`config.mk`:
```
export PLATFORM = sky130hd
export DESIGN_NAME = decimal_text_to_fixed_core
export DESIGN_NICKNAME = d
export VERILOG_FILES = /design/src/hw/rtl/dttf_pkg.sv /design/src/hw/rtl/decimal_text_to_fixed_core.sv
export SDC_FILE = /design/constraint.sdc
export NUM_CORES = 1
export LEC_CHECK = 0
export ABC_AREA = 0
export BUFFER_PORTS_ARGS = -buffer_cell sky130_fd_sc_hd__buf_2
export CAP_MARGIN = 25
export CELL_PAD_IN_SITES_DETAIL_PLACEMENT = 1
export CELL_PAD_IN_SITES_GLOBAL_PLACEMENT = 1
export CORE_ASPECT_RATIO = 1.1
export CORE_UTILIZATION = 45
export CTS_CLUSTER_SIZE = 24
export DETAILED_ROUTE_END_ITERATION = 8
export GPL_TIMING_DRIVEN = 0
export PLACE_DENSITY = 0.88
export SLEW_MARGIN = 20
export SYNTH_ARGS = -nofsm -noshare
export SYNTH_HDL_FRONTEND = slang
export SYNTH_SLANG_ARGS = --single-unit
```
`constraint.sdc`:
```
create_clock -name clk_i -period 6.4 [get_ports clk_i]
set_input_delay 1.28 -clock clk_i [delete_from_list [all_inputs] [get_ports clk_i]]
set_output_delay 1.28 -clock clk_i [all_outputs]
set_load 0.005 [all_outputs]
```
`src/hw/rtl/dttf_pkg.sv`:
```
// shared constants for the decimal text to fixed point converter
`timescale 1ns / 1ps
`default_nettype none

package dttf_pkg;

  // widths of the stream fields
  localparam int unsigned CH_W    = 8;
  localparam int unsigned VALUE_W = 32;

  // default format: Q15.16 magnitude with a separate sign
  localparam int unsigned FRAC_BITS_DEF = 16;
  localparam int unsigned INT_BITS_DEF  = 15;

  // fraction position counter
  localparam int unsigned          FPOS_W    = 3;
  localparam logic [FPOS_W-1:0]    FPOS_NONE = 3'd0;
  localparam logic [FPOS_W-1:0]    FPOS_ONE  = 3'd1;
  localparam logic [FPOS_W-1:0]    FPOS_TWO  = 3'd2;
  localparam logic [FPOS_W-1:0]    FPOS_THR  = 3'd3;
  localparam logic [FPOS_W-1:0]    FPOS_FOUR = 3'd4;
  localparam logic [FPOS_W-1:0]    FPOS_FIVE = 3'd5;
  localparam logic [FPOS_W-1:0]    FPOS_MAX  = 3'd7;

  // character codes
  localparam logic [CH_W-1:0] CH_ZERO  = 8'h30;
  localparam logic [CH_W-1:0] CH_NINE  = 8'h39;
  localparam logic [CH_W-1:0] CH_DOT   = 8'h2E;
  localparam logic [CH_W-1:0] CH_MINUS = 8'h2D;

endpackage

`default_nettype wire

```
`src/hw/rtl/decimal_text_to_fixed_core.sv`:
```
// ascii decimal text to signed fixed point converter, one character per item
// a terminating character is held in the input register, then its result is registered in the output register
// throughput: one character per cycle unless a terminator waits for the output register, set by the digit update
//   (multiply by ten and add, or weighted fraction add) on the number state
// the input register keeps taking items while a result waits in the output register,
//   until a terminator reaches it; that terminator holds until the output register frees
// reset: asynchronous, active low; clears the number state, integer_only and all valids
`timescale 1ns / 1ps
`default_nettype none

module decimal_text_to_fixed_core #(
  parameter int unsigned FRAC_BITS = dttf_pkg::FRAC_BITS_DEF,
  parameter int unsigned INT_BITS  = dttf_pkg::INT_BITS_DEF
) (
  input  wire logic                         clk_i,
  input  wire logic                         rst_ni,
  // configuration write channel: integer_only
  input  wire logic                         cfg_valid_i,
  output      logic                         cfg_ready_o,
  input  wire logic                         cfg_data_i,
  // character stream in
  input  wire logic                         s_axis_tvalid,
  output      logic                         s_axis_tready,
  input  wire logic [dttf_pkg::CH_W-1:0]    s_axis_tdata,   // [7:0] ch
  // result stream out
  output      logic                         m_axis_tvalid,
  input  wire logic                         m_axis_tready,
  output      logic [dttf_pkg::VALUE_W-1:0] m_axis_tdata,   // [31:0] value
  output      logic                         m_axis_tuser    // [0] overflow
);
  import dttf_pkg::*;

  localparam int unsigned MAG_W  = INT_BITS + FRAC_BITS;
  localparam int unsigned PROD_W = FRAC_BITS + 4;
  localparam int unsigned VAL_W  = (MAG_W > VALUE_W) ? MAG_W : VALUE_W;

  // fraction weights round(2^FRAC_BITS / 10^k), worked out at elaboration
  localparam logic [63:0] ONE_F = 64'd1 << FRAC_BITS;
  localparam logic [FRAC_BITS-1:0] W1 = FRAC_BITS'((ONE_F + 64'd5) / 64'd10);
  localparam logic [FRAC_BITS-1:0] W2 = FRAC_BITS'((ONE_F + 64'd50) / 64'd100);
  localparam logic [FRAC_BITS-1:0] W3 = FRAC_BITS'((ONE_F + 64'd500) / 64'd1000);
  localparam logic [FRAC_BITS-1:0] W4 = FRAC_BITS'((ONE_F + 64'd5000) / 64'd10000);
  localparam logic [FRAC_BITS-1:0] W5 = FRAC_BITS'((ONE_F + 64'd50000) / 64'd100000);

  // configuration register, always ready
  logic integer_only_q;

  // input register
  logic            in_valid_q;
  logic [CH_W-1:0] ch_q;

  // number state
  logic [MAG_W-1:0]  mag_q,  mag_d;
  logic [FPOS_W-1:0] fpos_q, fpos_d;
  logic              neg_q,  neg_d;
  logic              sat_q,  sat_d;

  // output register
  logic               out_valid_q;
  logic [VALUE_W-1:0] value_q;
  logic               ovf_q;

  // character decode
  logic            is_digit, is_dot, is_minus, is_term;
  logic [3:0]      digit;
  logic            advance;

  // integer digit path
  logic [INT_BITS-1:0]   ip_cur;
  logic [INT_BITS+3:0]   ip_next;
  logic                  ip_over;

  // fraction digit path
  logic [FRAC_BITS-1:0]  weight;
  logic [PROD_W-1:0]     frac_add;
  logic [MAG_W:0]        frac_sum;

  // result value
  logic [VAL_W-1:0]      mag_ext, val_ext;

  assign cfg_ready_o = 1'b1;

  always_comb begin
    digit    = 4'(ch_q - CH_ZERO);
    is_digit = (ch_q >= CH_ZERO) && (ch_q <= CH_NINE);
    is_dot   = (ch_q == CH_DOT) && !integer_only_q;
    is_minus = (ch_q == CH_MINUS);
    is_term  = !is_digit && !is_dot && !is_minus;
  end

  // a terminator only moves on when the output register is free
  assign advance       = in_valid_q && (!is_term || !out_valid_q || m_axis_tready);
  assign s_axis_tready = !in_valid_q || advance;

  // integer part: times ten by shift-add, saturating at 2^INT_BITS - 1
  always_comb begin
    ip_cur  = mag_q[MAG_W-1:FRAC_BITS];
    ip_next = ({4'd0, ip_cur} << 3) + ({4'd0, ip_cur} << 1) + (INT_BITS+4)'(digit);
    ip_over = |ip_next[INT_BITS+3:INT_BITS];
  end

  // fraction part: digit times the weight of its position
  always_comb begin
    case (fpos_q)
      FPOS_ONE:  weight = W1;
      FPOS_TWO:  weight = W2;
      FPOS_THR:  weight = W3;
      FPOS_FOUR: weight = W4;
      FPOS_FIVE: weight = W5;
      default:   weight = '0;
    endcase
    frac_add = PROD_W'(digit) * PROD_W'(weight);
    frac_sum = {1'b0, mag_q} + (MAG_W+1)'(frac_add);
  end

  // next number state
  always_comb begin
    mag_d  = mag_q;
    fpos_d = fpos_q;
    neg_d  = neg_q;
    sat_d  = sat_q;
    if (is_digit) begin
      if (fpos_q == FPOS_NONE) begin
        if (ip_over) begin
          mag_d = {{INT_BITS{1'b1}}, {FRAC_BITS{1'b0}}};
          sat_d = 1'b1;
        end else begin
          mag_d = {ip_next[INT_BITS-1:0], {FRAC_BITS{1'b0}}};
        end
      end else begin
        // carry out of the top means the sum passed the largest magnitude
        if (frac_sum[MAG_W]) begin
          mag_d = '1;
          sat_d = 1'b1;
        end else begin
          mag_d = frac_sum[MAG_W-1:0];
        end
        if (fpos_q != FPOS_MAX) begin
          fpos_d = fpos_q + FPOS_ONE;
        end
      end
    end else if (is_dot) begin
      fpos_d = FPOS_ONE;
    end else if (is_minus) begin
      neg_d = 1'b1;
    end else begin
      mag_d  = '0;
      fpos_d = FPOS_NONE;
      neg_d  = 1'b0;
      sat_d  = 1'b0;
    end
  end

  // two's complement, low bits kept when the magnitude is wider than the port
  always_comb begin
    mag_ext = VAL_W'(mag_q);
    val_ext = neg_q ? (VAL_W'(0) - mag_ext) : mag_ext;
  end

  always_ff @(posedge clk_i or negedge rst_ni) begin
    if (!rst_ni) begin
      integer_only_q <= 1'b0;
    end else if (cfg_valid_i) begin
      integer_only_q <= cfg_data_i;
    end
  end

  always_ff @(posedge clk_i or negedge rst_ni) begin
    if (!rst_ni) begin
      in_valid_q <= 1'b0;
    end else if (s_axis_tready) begin
      in_valid_q <= s_axis_tvalid;
    end
  end

  always_ff @(posedge clk_i) begin
    if (s_axis_tready && s_axis_tvalid) begin
      ch_q <= s_axis_tdata;
    end
  end

  always_ff @(posedge clk_i or negedge rst_ni) begin
    if (!rst_ni) begin
      mag_q  <= '0;
      fpos_q <= FPOS_NONE;
      neg_q  <= 1'b0;
      sat_q  <= 1'b0;
    end else if (advance) begin
      mag_q  <= mag_d;
      fpos_q <= fpos_d;
      neg_q  <= neg_d;
      sat_q  <= sat_d;
    end
  end

  always_ff @(posedge clk_i or negedge rst_ni) begin
    if (!rst_ni) begin
      out_valid_q <= 1'b0;
    end else if (advance && is_term) begin
      out_valid_q <= 1'b1;
    end else if (m_axis_tready) begin
      out_valid_q <= 1'b0;
    end
  end

  always_ff @(posedge clk_i) begin
    if (advance && is_term) begin
      value_q <= val_ext[VALUE_W-1:0];
      ovf_q   <= sat_q;
    end
  end

  assign m_axis_tvalid = out_valid_q;
  assign m_axis_tdata  = value_q;
  assign m_axis_tuser  = ovf_q;

endmodule

`default_nettype wire

```
Word-level counts from Yosys, hierarchy flattened. Index checks and enable logic that the tools add are counted.

Bits in registers: 80. Bits of input ports: 14. Output and inout bits: 36. Word-level logic and storage cells: 83.

$add $sub $neg: 6. Multiply operators: 1. Magnitude comparators: 2. Eq/ne operators: 15. Multiplexer cells: 22. Bitwise logic cells: 2. Reduce and logical (&&, ||, !) cells: 24.

Operators with widths (number): two-way mux 31 bit (7); one-hot mux 13 bit (5 select lines) (1); adder 31 x 20 -> 32 bit (1); subtractor 1 x 31 -> 32 bit, first input constant (1); multiplier 4 x 16 -> 20 bit (1); adder 18 x 16 -> 19 bit (1); adder 19 x 4 -> 19 bit (1); equality test 8 x 6 -> 1 bit, second input constant (2); two-way mux 3 bit (5); two-way mux 1 bit (9); != test 3 bit, second input constant (3); >= comparator 8 x 6 -> 1 bit, second input constant (1); <= comparator 8 x 6 -> 1 bit, second input constant (1); logical AND 1 bit (7); logical NOT 1 bit (7); equality test 3 x 2 -> 1 bit, second input constant (2); equality test 3 bit, second input constant (2); != test 2 bit, second input constant (3); AND reduction 3 bit (2); AND reduction 5 bit (1); AND reduction 4 bit (1); OR reduction 4 bit (1); subtractor 4 x 1 -> 4 bit, second input constant (1); adder 3 x 1 -> 3 bit, second input constant (1); other kinds (7) (10).

Longest topological paths before layout.
Word-level depth: 11. Mapped depth: 22. Depth with buffers taken out: 21.

Least setup slack after synthesis. OpenSTA, ideal clock, no wires.

Kind: register to register. Start point: reg fpos_q[0]. End point: reg mag_q[16]. Library setup time: 121 ps. Arrival: 5007 ps. Slack: 1271 ps. Cell stages (with the launch flop): 20. Path buffers: 0. Path through: dfrtp_1 > inv_1 > ha_1 > nor2b_1 > a21o_1 > nor3_1 > nand2b_1 > fa_1 > fa_1 > inv_1 > fa_1 > ha_1 > a21oi_2 > and4b_1 > o311ai_2 > a41oi_2 > a21o_1 > or4_1 > nand3_1 > o21ai_1.

Word-level cells in the longest chain between the ends: 7. Elaborated cells between the ends (all ways): 12. Classes of those cells: add/sub (1); mul (1); eq/ne (5); mux (4); reduce/logical (1).

Ends and longest elaborated chain: start: declaration (line decimal_text_to_fixed_core.sv:54) `logic [FPOS_W-1:0] fpos_q, fpos_d;`; start signal: assignment (line decimal_text_to_fixed_core.sv:190) `fpos_q <= fpos_d;`; equality test 3 bit, or another cell as far along (line decimal_text_to_fixed_core.sv:104) `case (fpos_q)`; one-hot mux 13 bit (5 select lines) (line decimal_text_to_fixed_core.sv:104); multiplier 4 x 16 -> 20 bit (line decimal_text_to_fixed_core.sv:112) `frac_add = PROD_W'(digit) * PROD_W'(weight);`; adder 31 x 20 -> 32 bit (line decimal_text_to_fixed_core.sv:113) `frac_sum = {1'b0, mag_q} + (MAG_W+1)'(frac_add);`; two-way mux 31 bit (line decimal_text_to_fixed_core.sv:132) `if (frac_sum[MAG_W]) begin`; two-way mux 31 bit (*) (line decimal_text_to_fixed_core.sv:123) `if (fpos_q == FPOS_NONE) begin`; two-way mux 31 bit (*) (line decimal_text_to_fixed_core.sv:122) `if (is_digit) begin`; end signal: assignment (line decimal_text_to_fixed_core.sv:189) `mag_q <= mag_d;`; end: declaration (line decimal_text_to_fixed_core.sv:53) `logic [MAG_W-1:0] mag_q, mag_d;`.

Mark *: on every way between the ends. The rest lies on a longest branch, timed or not. A chain may end at the register's enable or synchronous reset.

Worst setup path in the final report.
Start point: reg fpos_q[0]. End point: reg mag_q[24].

The elaborated chain is that of the path after synthesis.

==> flow_summary_export.csv <==
group,metric,value,unit
synthesis,synthesis.nets,857,
timing,layout_min_cycle_time,5.99,ns
timing,whs,0.471,ns
route,met1Wirelength,8240,um
power_and_ir_drop,powerDensity,239,nW/um^2
synthesis,ys_types,63,
layout,stdcell_count,1003,
clocking,cts_setup_buffers,0,
synthesis,ys_ff_latch,80,
grt,grt_pass1_wl,32100,um
grt,antenna_found_initial,0,
synthesis,ys_top_cells_by_count,"inv_1 (81), ha_1 (71), nand2_1 (51)",
grt,grt.total_usage,26.0,%
timing,final.setup.tns,0,ns
outcome,outcome,"complete, no violations",
floorplan,die-area,15900,sq um
placed_design,dp.cells,987,
setup_path,critPathKind,"flip-flop to flip-flop",
worst_hold_path,hold_path_depth,0,
setup_path,crit_arrival,6.20,ns
floorplan,row_count,47,
floorplan,coreArea,15100,sq um
synthesis,yosysTopAreaCell,"edfxtp_1",
timing,tightest_slew,0.910,ns
synthesis,yosysMostFrequentCell,"inv_1",
clocking,holdBufCountCts,0,
timing,fmax,0.167,GHz
synthesis,synthCells,742,
setup_path,crit_chain,"inv_1, ha_1, nor2b_1, a21o_1, nor3_1, nand2b_1, fa_1, fa_1, inv_1, fa_1, ha_1, a21oi_2, and4b_1, o311ai_2, a41oi_2, a21oi_2, buf_2, o21ai_0, o311ai_0, o221ai_1",
power_and_ir_drop,peakVddDrop,0.000129,V
power_and_ir_drop,cellLeakagePower,3.67,nW
job,maxCapViolations,0,
layout,drive_above_1_share,11.0,%
worst_hold_path,worstHoldPathType,"flip-flop to flip-flop",
placed_design,place_hpwl,15300,um
route,drtIter0Drc,305,
floorplan,die_x,120,um
clocking,ctsRootBufferMaster,"clkbuf_16",
setup_path,cp_top_family,"compound AO/OA/AOI/OAI gates",
grt,grt_max_degree,40,
setup_path,r2r_cells,20,
setup_path,end_kind,"flip-flop",
synthesis,seq_area_frac_synth,31.9,%
floorplan,die_h,132,um
synthesis,synth_area,6930,sq um
clocking,clk_latency,0.35,ns
timing,finClkSkew,0.0103,ns
synthesis,ys.flop_type,"edfxtp_1",
setup_path,cp-start-kind,"flip-flop",
clocking,cts_tree,"built",
timing,setup_slack,0.413,ns
timing,hold_violations,0,
route,routed.top_layer,"met4",
clocking,cts_max_level,3,
setup_path,path_depth,20,
floorplan,io_pins,50,
route,post-route-drc-count,0,
layout,fin_nets,917,
placed_design,io_buffer_count,48,
floorplan,initial_utilization,46.0,%
route,drtPass1Iterations,5,
setup_path,timing.rr.start,"fpos_q[0]",
route,num_vias,5978,
layout,fillers,1784,
timing,finalSetupViolations,0,
route,dr_wl_met2,9850,um
timing,fin_crit_sh,93.5,%
synthesis,post-synth-top-area-fraction,17.8,%
setup_path,path_common_cell,"fa_1",
placed_design,place.gp.congestion,0.885,
grt,grt-ovfl-total,0,
route,ant_nets,0,
setup_path,slowest_delay,0.51,ns
clocking,clkTransAtPathRegs,0.07,ns
timing,drv_slew,0,
synthesis,synth_enable_flop_cells,41,
route,drt-total-wl,19600,um
route,wire_per_inst,19.5,um
setup_path,cp_data_required_time,6.61,ns
timing,max_slew_margin,39.3,%
clocking,cts_buffer_depth,2,
layout,area_growth,11.6,%
route,wl_met3,834,um
setup_path,cp.buffers_inverters,3,
setup_path,slowest_stage,"fa_1",
synthesis,synth_area_leaders,"edfxtp_1 (18%), dfrtp_1 (14%), ha_1 (13%)",
timing,rsz0062_at_grt,"false",
clocking,ctsResizeCount,0,
synthesis,async_reset_ff_share,48.8,%
grt,first_global_vias,6181,
clocking,numCtsBuffers,9,
clocking,cts_sinks,80,
worst_hold_path,min_from,"sat_q",
setup_path,path_max_fanout,10,
layout,diodes,0,
route,vias_per_cell,5.96,
synthesis,syn_area_per_cell,9.34,sq um
synthesis,synth_warnings,0,
placed_design,place_ws,0.459,ns
setup_path,setup.worst_path.start,"fpos_q[0]",
-- cell type report --
class                           instances  area (sq um)  area share (%)
Clock buffer                            9           225            2.91
Multi-Input combinational cell        556          4320            55.9
Clock inverter                          7          58.8           0.761
Sequential cell                        80          2210            28.5
Tap cell                              196           245            3.17
Buffer                                 24           100            1.29
Inverter                               82           308            3.98
Timing Repair Buffer                   49           268            3.46
-- layer usage --
metal / GRT usage, % / vias to the layer above
met4: 10.6 / 0
met3: 3.94 / 48
met2: 44.6 / 189
li1: - / 2768
met5: 0 / -
met1: 32.6 / 2973
-- registers in the layout (all words and copies together), names as in the netlist --
register        count
integer_only_q      1
in_valid_q          1
ch_q                8
m_axis_tdata       32
m_axis_tvalid       1
m_axis_tuser        1
sat_q               1
mag_q              31
fpos_q              3
neg_q               1
-- cells by family after synthesis --
logic type / count (synthesis) / share of synthesized area, %
muxes: 1 / 0.163
adders and majority gates: 101 / 21.5
xor gates and xnor gates: 54 / 6.83
and+or+nand+nor: 213 / 15.7
AOI/OAI and AO/OA: 186 / 18.0
other: 1 / 0.0541
DFF: 80 / 31.9
buffers and inverters: 106 / 5.89
-- stage by stage --
stage	util, %	instance area (sq um)	total power [mW]
2_1_floorplan	-	6930	1.12
6_report	51.4	7730	1.85
4_1_cts	51.4	7730	1.85
3_5_place_dp	49.5	7450	1.34
5_1_grt	51.4	7730	1.96
3_3_place_gp	49.2	7410	1.29
-- worst paths after layout --
kind	to	slack, ns
setup / recovery	mag_q[24]	0.41
hold / removal	m_axis_tuser	0.47
setup reg to reg	mag_q[24]	0.41
hold reg to reg	m_axis_tuser	0.47
max in group asynchronous	in_valid_q	4.76
min in group asynchronous	mag_q[4]	1.04
-- power by group --
part,switching [mW],internal [mW],total [mW]
Sequential,0.0563,0.598,0.655
Clock,0.236,0.270,0.506
Combinational,0.430,0.259,0.690
-- cell usage in the layout (no fill, tap or decap), drive strengths merged, types with 5 or more instances in the layout --
cell type / Yosys / final
and2: 20 / 20
o211ai: 10 / 10
nand2b: 5 / 5
inv: 82 / 86
o21a: 6 / 6
a21oi: 38 / 38
xor2: 11 / 11
or3: 13 / 13
fa: 30 / 30
buf: 7 / 56
o22ai: 17 / 17
nor3: 15 / 15
o31ai: 13 / 13
nor2b: 9 / 9
nand4: 7 / 7
ha: 71 / 71
xnor2: 43 / 43
o21ai: 40 / 40
and3: 6 / 6
nor2: 48 / 48
o2111ai: 5 / 5
edfxtp: 41 / 41
nand3: 12 / 12
nand2: 51 / 51
or2: 6 / 6
nor3b: 5 / 5
a21o: 15 / 15
a31oi: 6 / 6
dfrtp: 39 / 39
clkbuf: 17 / 26
a211oi: 10 / 10
No activity file was read; power rests on OpenSTA's default activity.
